`src/hdl/rfcp_pkg.sv`:
```
// Shared types and constants of the radio FIFO chunk parser.
package rfcp_pkg;

   // Depth of the queue between the parsing front end and the result back end.
   localparam int QDEPTH = 2;
   localparam int QPTR_W = $clog2(QDEPTH);
   localparam int QCNT_W = $clog2(QDEPTH + 1);

   // Configuration register indexes.
   localparam int CSR_IDX_W = 3;
   localparam logic [CSR_IDX_W-1:0] CSR_RSSI_OFFSET  = 3'd0;
   localparam logic [CSR_IDX_W-1:0] CSR_CODE_DATA    = 3'd1;
   localparam logic [CSR_IDX_W-1:0] CSR_CODE_TIMER   = 3'd2;
   localparam logic [CSR_IDX_W-1:0] CSR_CODE_RSSI    = 3'd3;
   localparam logic [CSR_IDX_W-1:0] CSR_CODE_FREQ    = 3'd4;
   localparam logic [CSR_IDX_W-1:0] CSR_CODE_ANTENNA = 3'd5;

   // Result kinds.
   localparam logic [1:0] KIND_PAYLOAD = 2'd0;
   localparam logic [1:0] KIND_RSSI    = 2'd1;
   localparam logic [1:0] KIND_FREQ    = 2'd2;

   // Header byte layout.
   localparam logic [2:0] LEN_EXTENDED = 3'h7;

   // Configuration values that the parser uses.
   typedef struct packed {
      logic signed [7:0] rssi_offset;
      logic [4:0]        code_data;
      logic [4:0]        code_rssi;
      logic [4:0]        code_freq;
   } cfg_type;

   // One classified result waiting for the back end.
   typedef struct packed {
      logic [1:0]  kind;
      logic [7:0]  data_byte;
      logic [7:0]  byte_index;
      logic        last_byte;
      logic [19:0] freq_offset;
   } q_entry_type;

   // Queue fill status.
   typedef struct packed {
      logic [QCNT_W-1:0] count;
      logic              full;
   } q_status_type;

endpackage

```
`src/hdl/radio_fifo_chunk_parser.sv`:
```
// An accepted byte's result is written into the queue, then into the output register that drives rsp_valid.
// Throughput: one byte per cycle; the front end takes a byte every cycle the queue is not full.
// A stalled result is held in the output register while the two-entry queue keeps filling.
// Reset is synchronous and active high: it returns the parser to expect a chunk header,
// empties the queue and the output register, and loads the register reset values.
// Top level of the radio FIFO chunk parser with its configuration registers.
module radio_fifo_chunk_parser (
   input  logic                           clock,
   input  logic                           reset,
   input  logic                           req_valid,
   output logic                           req_stall,
   input  logic [7:0]                     req_fifo_byte,
   input  logic                           req_restart,
   output logic                           rsp_valid,
   input  logic                           rsp_stall,
   output logic [1:0]                     rsp_kind,
   output logic [7:0]                     rsp_payload_byte,
   output logic [7:0]                     rsp_byte_index,
   output logic                           rsp_last_byte,
   output logic signed [8:0]              rsp_rssi,
   output logic signed [19:0]             rsp_freq_offset,
   input  logic                           csr_valid,
   output logic                           csr_ready,
   input  logic [rfcp_pkg::CSR_IDX_W-1:0] csr_index,
   input  logic [7:0]                     csr_data
);
   import rfcp_pkg::*;

   cfg_type      cfg_ff, cfg_in;
   logic         req_accept;
   logic         push_valid;
   q_entry_type  push_entry;
   logic         head_valid;
   q_entry_type  head_entry;
   logic         pop;
   q_status_type q_status;

   // Configuration writes. Timer and antenna codes only ever mean a skip,
   // which is what any unmatched command gets, so they need no storage.
   assign csr_ready = 1'b1;

   always_comb begin
      cfg_in = cfg_ff;
      if (csr_valid) begin
         unique case (csr_index)
            CSR_RSSI_OFFSET:  cfg_in.rssi_offset = $signed(csr_data);
            CSR_CODE_DATA:    cfg_in.code_data   = csr_data[4:0];
            CSR_CODE_RSSI:    cfg_in.code_rssi   = csr_data[4:0];
            CSR_CODE_FREQ:    cfg_in.code_freq   = csr_data[4:0];
            CSR_CODE_TIMER,
            CSR_CODE_ANTENNA: cfg_in = cfg_ff;
            default:          cfg_in = cfg_ff;
         endcase
      end
   end

   always_ff @(posedge clock) begin
      if (reset) begin
         cfg_ff.rssi_offset <= 8'sd0;
         cfg_ff.code_data   <= 5'd1;
         cfg_ff.code_rssi   <= 5'd17;
         cfg_ff.code_freq   <= 5'd19;
      end else begin
         cfg_ff <= cfg_in;
      end
   end

   // Input handshake: stall only while the queue is full.
   assign req_stall  = q_status.full;
   assign req_accept = req_valid && !req_stall;

   rfcp_front u_front (
      .clock      (clock),
      .reset      (reset),
      .accept     (req_accept),
      .fifo_byte  (req_fifo_byte),
      .restart    (req_restart),
      .cfg        (cfg_ff),
      .push_valid (push_valid),
      .push_entry (push_entry)
   );

   rfcp_queue u_queue (
      .clock      (clock),
      .reset      (reset),
      .push       (push_valid),
      .push_entry (push_entry),
      .pop        (pop),
      .head_valid (head_valid),
      .head_entry (head_entry),
      .status     (q_status)
   );

   rfcp_back u_back (
      .clock            (clock),
      .reset            (reset),
      .rssi_offset      (cfg_ff.rssi_offset),
      .head_valid       (head_valid),
      .head_entry       (head_entry),
      .pop              (pop),
      .rsp_stall        (rsp_stall),
      .rsp_valid        (rsp_valid),
      .rsp_kind         (rsp_kind),
      .rsp_payload_byte (rsp_payload_byte),
      .rsp_byte_index   (rsp_byte_index),
      .rsp_last_byte    (rsp_last_byte),
      .rsp_rssi         (rsp_rssi),
      .rsp_freq_offset  (rsp_freq_offset)
   );

   // A queued result reaches an empty output register in the next cycle.
   a_queue_drains: assert property (@(posedge clock) disable iff (reset)
      (q_status.count != '0 && !rsp_valid) |=> rsp_valid)
      else $error("queued result did not reach the output register");

   // The queue never holds more than its depth.
   a_queue_bound: assert property (@(posedge clock) disable iff (reset)
      q_status.count <= QCNT_W'(QDEPTH))
      else $error("queue count beyond its depth");

   // A full queue admits no new result.
   a_no_push_full: assert property (@(posedge clock) disable iff (reset)
      q_status.full |-> !push_valid)
      else $error("result pushed into a full queue");

   // A payload transaction carries no RSSI or frequency bits.
   a_payload_clean: assert property (@(posedge clock) disable iff (reset)
      (rsp_valid && rsp_kind == KIND_PAYLOAD)
         |-> (rsp_rssi == 9'sd0 && rsp_freq_offset == 20'sd0))
      else $error("payload transaction with foreign fields set");

endmodule

```
`src/hdl/rfcp_front.sv`:
```
// Front end: accepts FIFO bytes, tracks the chunk state and classifies results.
module rfcp_front (
   input  logic                 clock,
   input  logic                 reset,
   input  logic                 accept,
   input  logic [7:0]           fifo_byte,
   input  logic                 restart,
   input  rfcp_pkg::cfg_type    cfg,
   output logic                 push_valid,
   output rfcp_pkg::q_entry_type push_entry
);
   import rfcp_pkg::*;

   typedef enum logic [6:0] {
      PH_HEADER     = 7'b0000001,
      PH_EXTLEN     = 7'b0000010,
      PH_DATA_FLAGS = 7'b0000100,
      PH_DATA       = 7'b0001000,
      PH_RSSI       = 7'b0010000,
      PH_FREQ       = 7'b0100000,
      PH_SKIP       = 7'b1000000
   } phase_type;

   phase_type   phase_ff, phase_in, phase_eff;
   logic [4:0]  pending_ff, pending_in;
   logic [7:0]  remaining_ff, remaining_in;
   logic [7:0]  position_ff, position_in;
   logic [19:0] acc_ff, acc_in;
   logic        do_chunk;
   logic [4:0]  chunk_cmd;
   logic [7:0]  chunk_len;
   logic [7:0]  remaining_dec;
   logic [19:0] acc_next;

   // A restart forces the byte to be taken as a header.
   assign phase_eff     = restart ? PH_HEADER : phase_ff;
   assign remaining_dec = remaining_ff - 8'd1;
   assign chunk_cmd     = (phase_eff == PH_EXTLEN) ? pending_ff : fifo_byte[4:0];
   assign chunk_len     = (phase_eff == PH_EXTLEN) ? fifo_byte : {5'd0, fifo_byte[7:5]};
   assign acc_next      = (remaining_ff == 8'd3) ? {16'd0, fifo_byte[3:0]}
                                                 : {acc_ff[11:0], fifo_byte};

   // Next-state and result classification for one accepted byte.
   always_comb begin
      phase_in     = phase_ff;
      pending_in   = pending_ff;
      remaining_in = remaining_ff;
      position_in  = position_ff;
      acc_in       = acc_ff;
      do_chunk     = 1'b0;
      push_valid   = 1'b0;
      push_entry   = '0;
      if (accept) begin
         unique case (phase_eff)
            PH_EXTLEN: begin
               do_chunk = 1'b1;
            end
            PH_DATA_FLAGS: begin
               if (remaining_ff == 8'd0) begin
                  phase_in = PH_HEADER;
               end else begin
                  position_in = 8'd0;
                  phase_in    = PH_DATA;
               end
            end
            PH_DATA: begin
               push_valid            = 1'b1;
               push_entry.kind       = KIND_PAYLOAD;
               push_entry.data_byte  = fifo_byte;
               push_entry.byte_index = position_ff;
               push_entry.last_byte  = (remaining_ff <= 8'd1);
               position_in           = position_ff + 8'd1;
               remaining_in          = remaining_dec;
               if (remaining_dec == 8'd0) begin
                  phase_in = PH_HEADER;
               end
            end
            PH_RSSI: begin
               push_valid           = 1'b1;
               push_entry.kind      = KIND_RSSI;
               push_entry.data_byte = fifo_byte;
               phase_in             = PH_HEADER;
            end
            PH_FREQ: begin
               acc_in       = acc_next;
               remaining_in = remaining_dec;
               if (remaining_dec == 8'd0) begin
                  push_valid             = 1'b1;
                  push_entry.kind        = KIND_FREQ;
                  push_entry.freq_offset = acc_next;
                  phase_in               = PH_HEADER;
               end
            end
            PH_SKIP: begin
               remaining_in = remaining_dec;
               if (remaining_dec == 8'd0) begin
                  phase_in = PH_HEADER;
               end
            end
            default: begin
               // Header byte, also taken for any phase code that means nothing.
               pending_in = fifo_byte[4:0];
               if (fifo_byte[7:5] == LEN_EXTENDED) begin
                  phase_in = PH_EXTLEN;
               end else begin
                  do_chunk = 1'b1;
               end
            end
         endcase

         // Start a chunk once its command and length are known. Timer, antenna
         // and unknown commands fall through to the skip, or to the header when empty.
         if (do_chunk) begin
            priority if (chunk_cmd == cfg.code_data) begin
               if (chunk_len == 8'd0) begin
                  phase_in = PH_HEADER;
               end else begin
                  remaining_in = chunk_len - 8'd1;
                  phase_in     = PH_DATA_FLAGS;
               end
            end else if (chunk_cmd == cfg.code_freq && chunk_len == 8'd3) begin
               remaining_in = 8'd3;
               acc_in       = 20'd0;
               phase_in     = PH_FREQ;
            end else if (chunk_cmd == cfg.code_rssi && chunk_len == 8'd1) begin
               phase_in = PH_RSSI;
            end else if (chunk_len == 8'd0) begin
               phase_in = PH_HEADER;
            end else begin
               remaining_in = chunk_len;
               phase_in     = PH_SKIP;
            end
         end
      end
   end

   // State registers.
   always_ff @(posedge clock) begin
      if (reset) begin
         phase_ff     <= PH_HEADER;
         pending_ff   <= 5'd0;
         remaining_ff <= 8'd0;
         position_ff  <= 8'd0;
         acc_ff       <= 20'd0;
      end else begin
         phase_ff     <= phase_in;
         pending_ff   <= pending_in;
         remaining_ff <= remaining_in;
         position_ff  <= position_in;
         acc_ff       <= acc_in;
      end
   end

endmodule

```
`src/hdl/rfcp_queue.sv`:
```
// Short register queue between the front end and the back end.
module rfcp_queue (
   input  logic                   clock,
   input  logic                   reset,
   input  logic                   push,
   input  rfcp_pkg::q_entry_type  push_entry,
   input  logic                   pop,
   output logic                   head_valid,
   output rfcp_pkg::q_entry_type  head_entry,
   output rfcp_pkg::q_status_type status
);
   import rfcp_pkg::*;

   q_entry_type       slot_ff [QDEPTH];
   logic [QPTR_W-1:0] wr_ptr_ff, wr_ptr_in;
   logic [QPTR_W-1:0] rd_ptr_ff, rd_ptr_in;
   logic [QCNT_W-1:0] count_ff, count_in;

   // Pointer and count update; a push never arrives while full.
   always_comb begin
      wr_ptr_in = wr_ptr_ff;
      rd_ptr_in = rd_ptr_ff;
      count_in  = count_ff;
      if (push) begin
         wr_ptr_in = (wr_ptr_ff == QPTR_W'(QDEPTH - 1)) ? '0 : wr_ptr_ff + 1'b1;
      end
      if (pop) begin
         rd_ptr_in = (rd_ptr_ff == QPTR_W'(QDEPTH - 1)) ? '0 : rd_ptr_ff + 1'b1;
      end
      if (push && !pop) begin
         count_in = count_ff + 1'b1;
      end else if (pop && !push) begin
         count_in = count_ff - 1'b1;
      end
   end

   always_ff @(posedge clock) begin
      if (reset) begin
         wr_ptr_ff <= '0;
         rd_ptr_ff <= '0;
         count_ff  <= '0;
      end else begin
         wr_ptr_ff <= wr_ptr_in;
         rd_ptr_ff <= rd_ptr_in;
         count_ff  <= count_in;
      end
   end

   // Entry storage.
   always_ff @(posedge clock) begin
      if (push) begin
         slot_ff[wr_ptr_ff] <= push_entry;
      end
   end

   assign head_valid   = (count_ff != '0);
   assign head_entry   = slot_ff[rd_ptr_ff];
   assign status.count = count_ff;
   assign status.full  = (count_ff == QCNT_W'(QDEPTH));

endmodule

```
`src/hdl/rfcp_back.sv`:
```
// Back end: formats queued results and holds them in the output register.
module rfcp_back (
   input  logic                  clock,
   input  logic                  reset,
   input  logic signed [7:0]     rssi_offset,
   input  logic                  head_valid,
   input  rfcp_pkg::q_entry_type head_entry,
   output logic                  pop,
   input  logic                  rsp_stall,
   output logic                  rsp_valid,
   output logic [1:0]            rsp_kind,
   output logic [7:0]            rsp_payload_byte,
   output logic [7:0]            rsp_byte_index,
   output logic                  rsp_last_byte,
   output logic signed [8:0]     rsp_rssi,
   output logic signed [19:0]    rsp_freq_offset
);
   import rfcp_pkg::*;

   logic              valid_ff, valid_in;
   logic [1:0]        kind_ff;
   logic [7:0]        payload_ff, index_ff;
   logic              last_ff;
   logic signed [8:0] rssi_ff, rssi_in;
   logic [19:0]       freq_ff;
   logic              is_payload, is_rssi, is_freq;

   // Take the queue head when the output register is empty or being emptied.
   assign pop      = head_valid && (!valid_ff || !rsp_stall);
   assign valid_in = pop ? 1'b1 : (valid_ff && rsp_stall);

   assign is_payload = (head_entry.kind == KIND_PAYLOAD);
   assign is_rssi    = (head_entry.kind == KIND_RSSI);
   assign is_freq    = (head_entry.kind == KIND_FREQ);

   // Signed RSSI byte minus the signed offset, in nine bits.
   assign rssi_in = $signed({head_entry.data_byte[7], head_entry.data_byte})
                  - $signed({rssi_offset[7], rssi_offset});

   always_ff @(posedge clock) begin
      if (reset) begin
         valid_ff <= 1'b0;
      end else begin
         valid_ff <= valid_in;
      end
   end

   // Result fields; those not of the result's kind are zero.
   always_ff @(posedge clock) begin
      if (pop) begin
         kind_ff    <= head_entry.kind;
         payload_ff <= is_payload ? head_entry.data_byte : 8'd0;
         index_ff   <= is_payload ? head_entry.byte_index : 8'd0;
         last_ff    <= is_payload && head_entry.last_byte;
         rssi_ff    <= is_rssi ? rssi_in : 9'sd0;
         freq_ff    <= is_freq ? head_entry.freq_offset : 20'd0;
      end
   end

   assign rsp_valid        = valid_ff;
   assign rsp_kind         = kind_ff;
   assign rsp_payload_byte = payload_ff;
   assign rsp_byte_index   = index_ff;
   assign rsp_last_byte    = last_ff;
   assign rsp_rssi         = rssi_ff;
   assign rsp_freq_offset  = $signed(freq_ff);

endmodule

```
`config.mk`:
```
export PLATFORM = sky130hd
export DESIGN_NAME = radio_fifo_chunk_parser
export DESIGN_NICKNAME = d
export VERILOG_FILES = /design/src/hdl/rfcp_pkg.sv /design/src/hdl/radio_fifo_chunk_parser.sv /design/src/hdl/rfcp_front.sv /design/src/hdl/rfcp_queue.sv /design/src/hdl/rfcp_back.sv
export SDC_FILE = /design/constraint.sdc
export NUM_CORES = 1
export LEC_CHECK = 0
export ABC_AREA = 1
export BUFFER_PORTS_ARGS = -buffer_cell sky130_fd_sc_hd__buf_2
export CAP_MARGIN = 20
export CELL_PAD_IN_SITES_DETAIL_PLACEMENT = 1
export CELL_PAD_IN_SITES_GLOBAL_PLACEMENT = 1
export CORE_UTILIZATION = 40
export DETAILED_ROUTE_END_ITERATION = 8
export PLACE_DENSITY_LB_ADDON = 0.1
export SLEW_MARGIN = 20
export SYNTH_ARGS = -nofsm -noshare
export SYNTH_HDL_FRONTEND = slang
export SYNTH_HIERARCHICAL = 1
export SYNTH_SLANG_ARGS = --single-unit
```
`constraint.sdc`:
```
create_clock -name clock -period 6 [get_ports clock]
set_clock_uncertainty 0.2 [all_clocks]
set_input_delay 0.6 -clock clock [delete_from_list [all_inputs] [get_ports clock]]
set_output_delay 0.6 -clock clock [all_outputs]
set_load 0.1 [all_outputs]
```
# Word level (Yosys, flattened, before mapping)
# Memory sizes are Yosys's and may differ from the RTL's. A register that Yosys moved wholly into a read port is not among the register bits.
# Cells that the tools add are included.
[totals]
reg_bits = 124
ramBits = 78
n_memories = 1
in_bits = 25
output_inout_bits = 51
[mem_list]
columns = ["memory", "depth", "width", "rd", "rd_ports_with_merged_regs", "wr", "line", "source"]
rows = [
  ["u_queue.slot_ff", 2, 39, 1, 1, 1, "rfcp_queue.sv:14", "q_entry_type slot_ff [QDEPTH];"],
]
[op_classes]
mux = 49
n_lt_le_gt_ge = 1
eq_ne = 22
n_addsub = 8
n_reduce_logical = 34
n_bitwise = 1
[op_table]
columns = ["op", "count"]
rows = [
  ["two-way mux 20 bit", 7],
  ["two-way mux 8 bit", 10],
  ["two-way mux 7 bit", 8],
  ["two-way mux 39 bit", 1],
  ["case mux 7 bit (4 select lines)", 1],
  ["logical NOT 8 bit", 3],
  ["== test 8 x 2 -> 1 bit (second input constant)", 2],
  ["case mux 8 bit (2 select lines)", 1],
  ["subtractor 8 x 1 -> 8 bit (second input constant)", 2],
  ["== test 5 bit", 3],
  ["two-way mux 1 bit", 11],
  ["AND reduction 2 bit", 5],
  ["two-way mux 9 bit", 1],
  ["subtractor 8 x 8 -> 9 bit", 1],
  ["adder 8 x 1 -> 8 bit (second input constant)", 1],
  ["== test 8 x 1 -> 1 bit (second input constant)", 1],
  ["<= comparator 8 x 1 -> 1 bit (second input constant)", 1],
  ["logical AND 1 bit", 8],
  ["== test 7 x 2 -> 1 bit (second input constant)", 1],
  ["== test 7 x 3 -> 1 bit (second input constant)", 1],
  ["== test 7 x 4 -> 1 bit (second input constant)", 1],
  ["== test 7 x 5 -> 1 bit (second input constant)", 1],
  ["== test 7 x 6 -> 1 bit (second input constant)", 1],
  ["== test 7 bit (second input constant)", 1],
  ["other kinds (29)", 42],
]

# Longest topological paths before layout
# Gate-level depths: netlist (run 1).
[logic_depth]
ltp_word = 9
ltp_mapped = 19
ltp_nobuf = 18

# By module
# The synthesis (run 1) kept the hierarchy.
[by_module_without_submodules]
columns = ["mod", "seq_area_each_um2", "cells_each", "instances", "area_per_inst_um2"]
rows = [
  ["rfcp_front", 800.8, 557, 1, 3344.5],
  ["rfcp_queue", 2442.3, 154, 1, 3086.7],
  ["rfcp_back", 1461.4, 224, 1, 2353.5],
  ["radio_fifo_chunk_parser", 460.4, 146, 1, 993.5],
]

# Least setup slack after synthesis (run 1)
# OpenSTA, ideal clock, no wires.
[synth_path]
path_kind = "register to register"
startpoint = "register u_back.valid_ff (netlist: u_back/rsp_valid)"
endpoint = "register u_queue.count_ff[1]"
arrival_ns = 4.114
n_path_buf = 0
setup_ns = 0.064
required_ns = 5.736
setup_slack_ns = 1.622
path_stages_with_launch = 9
period_less_slack_ns = 4.378
path_cell_list = "dfxtp_1 > a21oi_1 > inv_1 > ha_1 > inv_1 > nand3_1 > nand2_1 > inv_1 > nor2_1"
[synth_between]
elab_chain_len = 6
[synth_rtl]
columns = ["item", "line", "source"]
rows = [
  ["from (decl)", "rfcp_back.sv:20", "logic valid_ff, valid_in;"],
  ["from (signal assigned)", "rfcp_back.sv:44", "valid_ff <= valid_in;"],
  ["logical NOT 1 bit (*)", "rfcp_back.sv:29", "assign pop = head_valid && (!valid_ff || !rsp_stall);"],
  ["logical OR 1 bit (*)", "rfcp_back.sv:29", ""],
  ["logical AND 1 bit (*)", "rfcp_back.sv:29", ""],
  ["via pop", "radio_fifo_chunk_parser.sv:35", "logic pop;"],
  ["logical NOT 1 bit", "rfcp_queue.sv:30", "if (push && !pop) begin"],
  ["logical AND 1 bit", "rfcp_queue.sv:30", ""],
  ["two-way mux 2 bit or nonzero test 2 bit (tied branches)", "-", ""],
  ["to (signal assigned)", "rfcp_queue.sv:45", "count_ff <= count_in;"],
  ["to (decl)", "rfcp_queue.sv:17", "logic [QCNT_W-1:0] count_ff, count_in;"],
]
# Mark *: on every way through the listed nets, which the timed path passes. The rest lies on a longest branch.
# A chain may end at the register's enable or synchronous reset.

# Final worst setup path (run 1)
[layout_path]
startpoint = "register u_queue.count_ff[1]"
endpoint = "memory u_queue/slot_ff[0][29] in the netlist's numbering (enable)"
[layout_between]
elab_chain_len = 6
[layout_rtl]
columns = ["item", "line", "source"]
rows = [
  ["== test 2 bit", "rfcp_queue.sv:59", "assign status.full = (count_ff == QCNT_W'(QDEPTH));"],
  ["logical NOT 1 bit", "radio_fifo_chunk_parser.sv:70", "assign req_accept = req_valid && !req_stall;"],
  ["logical AND 1 bit", "radio_fifo_chunk_parser.sv:70", ""],
  ["via req_accept", "radio_fifo_chunk_parser.sv:30", "logic req_accept;"],
  ["two-way mux 1 bit", "rfcp_front.sv:53", "if (accept) begin"],
  ["via push_valid", "radio_fifo_chunk_parser.sv:31", "logic push_valid;"],
  ["two-way mux 1 bit", "rfcp_queue.sv:51", "if (push) begin"],
  ["two-way mux 1 bit (implied by the code)", "rfcp_queue.sv:52", "slot_ff[wr_ptr_ff] <= push_entry;"],
  ["to (decl)", "rfcp_queue.sv:14", ""],
]
# The timed path passes the listed nets, and every way through them passes these cells.

==> results of run 1 <==
path summary, 6_finish.rpt:
check | startpoint | to | slack, ns | cells past startpoint
worst max-delay path | u_queue/count_ff[1] | u_queue/slot_ff[0][29] | 2.30 | 11
worst min-delay path | csr_data[4] | cfg_ff[9] | 0.22 | 3
worst max register to register | u_queue/count_ff[1] | u_queue/slot_ff[0][29] | 2.30 | 11
worst min register to register | u_front/pending_ff[3] | u_front/pending_ff[3] | 0.27 | 2
kinds of logic after synthesis:
| logic type | share of synthesized area, % |
|---|---|
| simple gates | 24.4 |
| compound gates | 6.50 |
| flops | 52.8 |
| mux | 5.20 |
| fa+ha+maj | 2.00 |
| buf+inv | 8.29 |
| other cells | 0.0384 |
| xor+xnor | 0.806 |
cell usage in the layout (no fill, tap or decap), drive strengths merged, types with 3 or more instances in the layout:
cell and n:
clkbuf 18, nand3 89, edfxtp 126, dfxtp 69, a21oi 48, or2 3
clkinvlp 3, nand3b 8, xnor2 3, nor3b 9, nand2 214, o21ai 40
xor2 6, inv 163, buf 82, nand4 7, nor3 18, mux2 40
nor2 169, o2111ai 4, clkinv 6, o211ai 11, ha 14
metrics by stage:
| step | total power [mW] | instances | area (µm²) | worst slack (ns) | util, % |
|---|---|---|---|---|---|
| floorplan | 3.54 | 1081 | 9780 | 1.62 | - |
| global placement | 3.82 | 1447 | 10400 | 1.95 | 43.8 |
| detailed placement | 3.84 | 1448 | 10400 | 2.04 | 43.9 |
| CTS | 4.95 | 1480 | 11000 | 2.29 | 46.3 |
| global route | 5.13 | 1480 | 11000 | 2.01 | 46.3 |
| finish | 4.89 | 1480 | 11000 | 2.30 | 46.3 |
power by group through the flow:
stage / logic [mW] / clock network (mW) / registers (mW)
floorplan: 0.593 / 0 / 2.95
global placement: 2.03 / 0 / 1.80
detailed placement: 2.04 / 0 / 1.80
CTS: 2.04 / 1.13 / 1.77
global route: 2.16 / 1.17 / 1.80
finish: 2.03 / 1.10 / 1.77
cell type report:
| class | count | area, µm² |
|---|---|---|
| repair buffers | 82 | 450 |
| well taps | 319 | 399 |
| inverters | 158 | 593 |
| flip-flops and latches | 195 | 5170 |
| clock buffers | 18 | 429 |
| multi-input cells | 694 | 3820 |
| fillers | 2757 | 12800 |
| clock inverters | 14 | 140 |
sequential cells by signal (all words and copies together) (netlist names), 5 cells and up, named ones only:
name                     cells
u_queue/slot_ff             78
cfg_ff                      23
u_back/rsp_byte_index        8
u_front/remaining_ff         8
u_back/rsp_freq_offset      20
u_back/rsp_payload_byte      8
u_front/position_ff          8
u_back/rsp_rssi              9
u_front/pending_ff           5
u_front/phase_ff             7
u_front/acc_ff              12
routing by layer:
layer  vias to the layer above  global-route usage (%)
li1                       3670                       -
met1                      3439                    27.7
met2                       106                    31.3
met3                        14                    2.48
met4                         0                    5.68
met5                         -                       0
critical path: stages (launching register included):
cell	delay, ns
dfxtp_1	0.31
inv_1	0.08
nor2_1	0.06
nor2_2	0.10
buf_4	0.32
clkinv_1	0.54
nor3_1	0.51
inv_2	0.24
nand2_1	0.19
inv_1	0.09
nor2_4	0.46
buf_16	0.25
==> results_dict.tcl, run 1 <==
set metrics [dict create \
    core_area_um2 23800 \
    holdWs_ns 0.219 \
    rows 56 \
    power_density_nw_per_um2 445 \
    die_x_um 158 \
    synth_area_leaders "edfxtp_1 39%, dfxtp_1 14%, nand2_1 7.9%" \
    wl_um 23500 \
    ys_top_cells_by_count "206 x nand2_1, 152 x inv_1, 144 x nor2_1, 126 x edfxtp_1, 86 x nand3_1" \
    cp_data_required_time_ns 5.93 \
    post-route-period-util_pct 61.7 \
    drc 0 \
    yosysWarnings 6 \
    hold_viol 0 \
    end_kind "flip-flop" \
    overflow 0 \
    relSlewSlack_pct 40.2 \
    avgSynthCellArea_um2 9.05 \
    worstPathArrival_ns 3.64 \
    synth_edf_count 126 \
    rsz0062_at_grt "false" \
    routed-wl-met2_um 10800 \
    grt_util_all_layers_pct 19.6 \
    crit_fanout 33 \
    timing.setup.tns_ns 0 \
    clk_latency_ns 0.44 \
    wl_met3_um 691 \
    cts_buffers 17 \
    synth-seq-cells 195 \
    dieArea_um2 25100 \
    leakage_nw 4.67 \
    yosysMostFrequentCell "nand2_1" \
    grt_max_degree 51 \
    async_flop_share_pct 0 \
    initial_utilization_pct 41.2 \
    route.vias.total 7229 \
    fin_crit_ns 3.70 \
    die_height_um 158 \
    routedWlPerCell_um 15.8 \
    dp_hpwl_um 17100 \
    grt_pass1_wl_um 37200 \
    cts_resized 0 \
    hold_buffers 0 \
    path_clk_slew_ns 0.08 \
    cts_num_sinks 195 \
    intPower_mw 2.59 \
    syn2layout_area_growth_pct 12.5 \
    io_pins 76 \
    yosysSeqAreaShare_pct 52.8 \
    status "finished, final reports clean" \
    drv_cap 0 \
    max_freq_ghz 0.270 \
    worstSetupPathType "flip-flop to flip-flop" \
    p_sw_mw 2.31 \
    yosysTopAreaCell "edfxtp_1" \
    antenna_found_initial 0 \
    clkPwrFrac_pct 22.5 \
    first_pass_iters 4 \
    worst_slew_pin_slew_ns 0.898 \
    cts_tree "yes" \
    htree_levels 4 \
    dr.max_layer_used "met4" \
    drive_gt1_share_pct 18.1 \
    synth.top_cell.area_share_pct 38.7 \
    drtAntennaViolNets 0 \
    slew_violations 0 \
    grt_pass1_vias 6933 \
    synthCells 1081 \
    avgViaCountPerCell 4.88 \
    setup_violations 0 \
    cts_buffer_depth 2 \
    swShare_pct 47.1 \
    syn_area_um2 9780 \
    critPathLaunchType "flip-flop" \
    antenna_cells 0 \
    comb_power_share_pct 41.4 \
    min-delay-path-class "input port to flip-flop" \
    cts_root_buffer "clkbuf_16" \
    wl_met1_um 11800 \
    syn-num-nets 1121 \
    port_buffers 74 \
    ys.flop_type "edfxtp_1" \
    p_seq_share_pct 36.1 \
    vdd_drop_max_mv 0.273 \
    nNetsFinal 1188 \
    drt_iter0_drc 296 \
    post-cts-setup-buffer-count 0 \
    place.gp.congestion 0.834 \
    synth_cell_types 48 \
]
Note: power is estimated with default switching activity, not from simulation.
==> inputs of run 2 (changes only) <==
- clock period: 6 -> 2.98 ns (I/O delays scaled with it)
==> run 2 against run 1 <==
Against the previous run:
- sequential power is 100% higher
- die area unchanged
- via count grew 3.0%
- non-clock buffer count up 29
- fmax grew 35%
- worst setup slack worse by 2.1 ns
- hold slack worse by 0.18 ns
- combinational power increased by 110%
- clock power is 110% higher
- cell area rose by 2.9%
- sequential share of layout area fell by 1.3 points
- largest cell class unchanged
==> results_dict.tcl, run 2 (same netlist as run 1, synthesis figures left out) <==
set metrics [dict create \
    relSlewSlack_pct 52.4 \
    nNetsFinal 1217 \
    p_seq_share_pct 35.3 \
    antenna_cells 0 \
    core_area_um2 23800 \
    dieArea_um2 25100 \
    syn2layout_area_growth_pct 15.8 \
    end_kind "flip-flop" \
    rsz0062_at_grt "false" \
    setup.worst_path.end "u_queue/slot_ff[0][30]" \
    drive_gt1_share_pct 20.3 \
    io_pins 76 \
    dp_hpwl_um 18200 \
    max_freq_ghz 0.364 \
    overflow 0 \
    die_x_um 158 \
    route.vias.total 7443 \
    r2r-end "u_queue/slot_ff[0][30]" \
    vdd_drop_max_mv 0.703 \
    fin_crit_ns 2.74 \
    finalWorstSetupSlack_ns 0.236 \
    antenna_found_initial 0 \
    port_buffers 74 \
    worstPathArrival_ns 2.66 \
    post-route-period-util_pct 92.1 \
    status "finished, final reports clean" \
    avgViaCountPerCell 4.93 \
    post_dp_cell_area_um2 10600 \
    total_power_mw 10.0 \
    grt_pass1_wl_um 39400 \
    cts_root_buffer "clkbuf_16" \
    critPathLaunchType "flip-flop" \
    timing.setup.tns_ns 0 \
    crit_fanout 35 \
    rows 56 \
    grt_pass1_vias 7432 \
    startpoint "u_front/remaining_ff[2]" \
    final_common_cell "nand2_1" \
    drv_cap 0 \
    crit_path_top_delay_cell "dfxtp_1" \
    setup_violations 0 \
    die_height_um 158 \
    initial_utilization_pct 41.2 \
    place.gp.congestion 0.846 \
    leakage_nw 4.82 \
    wl_um 24500 \
    swShare_pct 46.6 \
    intPower_mw 5.34 \
    grt_max_degree 50 \
    path_clk_slew_ns 0.08 \
    drtAntennaViolNets 0 \
    holdWs_ns 0.0420 \
    cp_cell_sequence "nor2_1 > nand2_2 > xor2_1 > inv_1 > nand4_1 > nor3_1 > nand2b_1 > nor3_2 > inv_2 > nand2_2 > inv_1 > nor2_4 > buf_12" \
    cts_num_sinks 195 \
    drc 0 \
    grt_util_all_layers_pct 20.6 \
    comb_power_share_pct 41.7 \
    drt_iter0_drc 449 \
    post-cts-setup-buffer-count 0 \
    cp_data_required_time_ns 2.89 \
    slew_violations 0 \
    cts_buffers 17 \
    largest_register "u_queue/slot_ff" \
    r2r_start "u_front/remaining_ff[2]" \
    first_pass_iters 5 \
    hold_viol 0 \
    worstSetupPathType "flip-flop to flip-flop" \
    largest_reg_flops 78 \
    place_ws_ns 0.252 \
    worstRegToRegCells 13 \
    clkPwrFrac_pct 23.0 \
    htree_levels 4 \
    min-delay-path-class "input port to flip-flop" \
    crit_path_max_incr_delay_ns 0.35 \
    worst_slew_pin_slew_ns 0.713 \
    routedWlPerCell_um 16.2 \
    p_sw_mw 4.67 \
    rrSetupSlack_ns 0.24 \
    final_cell_mix "204 x nand2_1, 149 x inv_1, 140 x nor2_1" \
    clk_latency_ns 0.43 \
    design_area_um2 11300 \
    cts_tree "yes" \
    power_density_nw_per_um2 885 \
    cts_buffer_depth 2 \
]
==> run 2: cell types whose count changed in the layout (fill, tap and decap cells not counted), sizes merged <==
| cell | before | now |
|---|---|---|
| buf | 82 | 103 |
| bufinv | 0 | 1 |
| clkinvlp | 3 | 2 |
| dlygate4sd3 | 0 | 8 |
==> run 2: layout make-up <==
class	count	area (µm²)
timing repair buffer	111	706
clock inverter	14	164
sequential	195	5170
multi-input combinational	694	3860
tap	319	399
inverter	158	597
fill	2807	12400
clock buffer	18	429
==> run 2: layer usage <==
metal	part of all wire (%)	vias to the layer above	GRT usage [%]	wire length [µm]
met5	0	-	0	0
met4	0.85	0	4.95	208
met2	48	103	34.6	11800
li1	-	3730	-	-
met3	2.2	12	3.16	534
met1	49	3598	27.8	11900
==> run 2: metrics by stage <==
stage	utilization (%)	instances
floorplan	-	1081
global placement	44.8	1469
detailed placement	44.8	1469
CTS	47.6	1509
global route	47.7	1509
finish	47.7	1509
==> run 2: worst min-delay path by stage <==
stage                           start                     end  slack (ns)  cells past startpoint
4_1_cts              req_fifo_byte[3]   u_front/pending_ff[3]        0.02                      3
3_5_place_dp   u_front/position_ff[7]  u_front/position_ff[7]        0.26                      1
5_1_grt              req_fifo_byte[3]   u_front/pending_ff[3]        0.04                      3
2_1_floorplan                   reset        u_back/rsp_valid        0.17                      1
6_report             req_fifo_byte[3]   u_front/pending_ff[3]        0.04                      3
3_3_place_gp   u_front/position_ff[7]  u_front/position_ff[7]        0.25                      1
==> run 2: power groups by stage <==
stage | clock network [mW] | registers, mW | logic, mW
finish | 2.30 | 3.54 | 4.18
global route | 2.47 | 3.61 | 4.44
CTS | 2.37 | 3.54 | 4.22
detailed placement | 0 | 3.60 | 4.20
global placement | 0 | 3.59 | 4.17
floorplan | 0 | 5.92 | 1.22
==> run 2: worst max-delay path, delay by kind of cell (launching register included) <==
kind                   cells  cell delay (ns)
XOR/XNOR                   1             0.16
buffers and inverters      4             0.43
flip-flops                 1             0.35
AND/OR/NAND/NOR            8             1.26
==> run 2: repair_timing <==
action / 4_1_cts / 5_1_grt
resized for setup: 0 / 1
hold buffers: 8 / 0
endpoints found under the hold margin: 11 / 0
setup endpoints to repair: 0 / 2
==> inputs of run 3 (changes only) <==
- CORE_UTILIZATION: 40 -> 42
==> run 3 against run 2 <==
Against the previous run:
- die area down 4.7%
- cell count down 2.1%
- core utilization is 2.1 points higher
- wire length increased by 0.69%
- worst setup slack lost 0.012 ns
- highest routed layer unchanged
- critical path type unchanged
- count of clock-buffer cells in the layout fell by 1
- non-clock buffer count up 3
- fmax fell by 0.44%
- global-route usage grew 0.63 points
- hold slack got worse by 0.0063 ns
- register-to-register slack about the same
- critical path depth is 1 higher
==> results_dict.tcl, run 3 (same netlist as run 1, synthesis figures left out) <==
set metrics [dict create \
    initial_utilization_pct 43.1 \
    dieArea_um2 23900 \
    fillers 2681 \
    grt_util_all_layers_pct 21.3 \
    first_pass_iters 4 \
    relSlewSlack_pct 54.8 \
    wl_um 24600 \
    core_area_um2 22700 \
    port_buffers 74 \
    cp_cell_sequence "inv_2 > ha_4 > nand2_2 > xor2_1 > inv_1 > nand4_1 > nor3_1 > nand2b_1 > nor3_4 > inv_2 > nand2_2 > inv_1 > nor2_4 > buf_12" \
    end_kind "flip-flop" \
    cts_tree "yes" \
    grt_pass1_wl_um 39500 \
    rrSetupSlack_ns 0.22 \
    slew_violations 0 \
    overflow 0 \
    hp-start "csr_data[7]" \
    clk_latency_ns 0.43 \
    rows 55 \
    antenna_cells 0 \
    path_clk_slew_ns 0.08 \
    largest_register "u_queue/slot_ff" \
    crit_path_max_incr_delay_ns 0.34 \
    place_ws_ns 0.162 \
    route.vias.total 7539 \
    vdd_drop_max_mv 0.461 \
    drv_cap 0 \
    cts_buffer_depth 2 \
    worstRegToRegCells 14 \
    drtAntennaViolNets 0 \
    worstHoldEndpoint "cfg_ff[22]" \
    cts_num_sinks 195 \
    io_pins 76 \
    avgViaCountPerCell 5.10 \
    whs_path_depth 5 \
    critPathLaunchType "flip-flop" \
    setup_violations 0 \
    die_height_um 155 \
    drt_iter0_drc 416 \
    post-route-period-util_pct 92.5 \
    max_freq_ghz 0.363 \
    min-delay-path-class "input port to flip-flop" \
    grt_max_degree 50 \
    post-cts-setup-buffer-count 0 \
    leakage_nw 4.82 \
    power_density_nw_per_um2 882 \
    worst_slew_pin_slew_ns 0.677 \
    hold_viol 0 \
    htree_levels 4 \
    drive_gt1_share_pct 20.6 \
    largest_reg_flops 78 \
    cp_data_required_time_ns 2.91 \
    drc 0 \
    crit_path_top_delay_cell "dfxtp_1" \
    dp_hpwl_um 18200 \
    r2r_start "u_front/remaining_ff[1]" \
    finalWorstSetupSlack_ns 0.223 \
    final_cell_mix "204 x nand2_1, 149 x inv_1, 139 x nor2_1" \
    cts_root_buffer "clkbuf_16" \
    cts_buffers 17 \
    final_common_cell "nand2_1" \
    worstSetupPathType "flip-flop to flip-flop" \
    nNetsFinal 1220 \
    r2r-end "u_queue/slot_ff[0][27]" \
    stdcell_count 1478 \
    crit_fanout 20 \
    place.gp.congestion 0.862 \
    fin_crit_ns 2.76 \
    placed_cells 1437 \
    die_x_um 155 \
    routedWlPerCell_um 16.7 \
    status "finished, final reports clean" \
    worstPathArrival_ns 2.69 \
    antenna_found_initial 0 \
    grt_pass1_vias 7683 \
    syn2layout_area_growth_pct 15.6 \
]
==> run 3: cell count changes in the layout (fill, tap and decap cells not counted), sizes merged <==
cell         delta
clkinvlp        +5
dlygate4sd3     -1
bufinv          -1
clkinv          -3
buf             +3
==> run 3: how the worst max path moves through the flow <==
stage,startpoint,slack (ns),cells after the start,to
after global routing,u_front/remaining_ff[1],-0.01,14,u_queue/slot_ff[0][27]
after floorplan,u_front/remaining_ff[0],0.01,14,u_queue/slot_ff[0][0]
after CTS,u_front/phase_ff[6],0.13,15,u_front/acc_ff[3]
after global placement,req_restart,0.20,15,u_front/acc_ff[5]
final,u_front/remaining_ff[1],0.22,14,u_queue/slot_ff[0][27]
after detailed placement,u_front/phase_ff[6],0.16,15,u_front/acc_ff[3]
==> run 3: timing repair <==
item	CTS	global route
endpoints found under the setup margin	0	52
hold buffers	7	0
endpoints found under the hold margin	10	0
resized for setup	0	4
==> run 3: cell type report <==
cell class                      instances  area (µm²)  area share, %
Clock buffer                           17         425           3.76
Multi-Input combinational cell        694        3870           34.2
Timing Repair Buffer                  114         747           6.61
Sequential cell                       195        5170           45.7
Inverter                              158         597           5.28
Tap cell                              285         357           3.15
Clock inverter                         15         141           1.25
==> run 3: report_power, final <==
part	internal, mW	switching [mW]	total [mW]
combinational	0.770	3.44	4.21
sequential	3.38	0.163	3.54
clock	1.11	1.11	2.22
==> run 3: per-stage QoR <==
stage / TNS [ns] / utilization [%] / instance area [µm²] / hold WS (ns) / total power [mW]
after floorplan: 0 / - / 9840 / 0.167 / 7.14
after global placement: 0 / 46.7 / 10600 / 0.249 / 7.77
after detailed placement: 0 / 46.7 / 10600 / 0.251 / 7.82
after CTS: 0 / 49.5 / 11300 / 0.0186 / 10.1
after global routing: -0.179 / 49.8 / 11300 / 0.0351 / 10.4
final: 0 / 49.8 / 11300 / 0.0357 / 9.97
==> run 3: critical path, delay by kind of cell (launching register included) <==
kind / cells / cell delay, ns
flops: 1 / 0.34
simple gates: 7 / 1.01
buf+inv: 5 / 0.55
fa+ha+maj: 1 / 0.17
xor+xnor: 1 / 0.15
==> run 3: per-layer routing <==
metal  routed length, µm  track usage [%]  vias up  part of all wire (%)
met5                   0                0        -                     0
met4                 232             5.14        0                  0.94
met3                 555             3.11       19                   2.3
met2               12200             37.2       95                    50
met1               11600             27.7     3686                    47
li1                    -                -     3739                     -
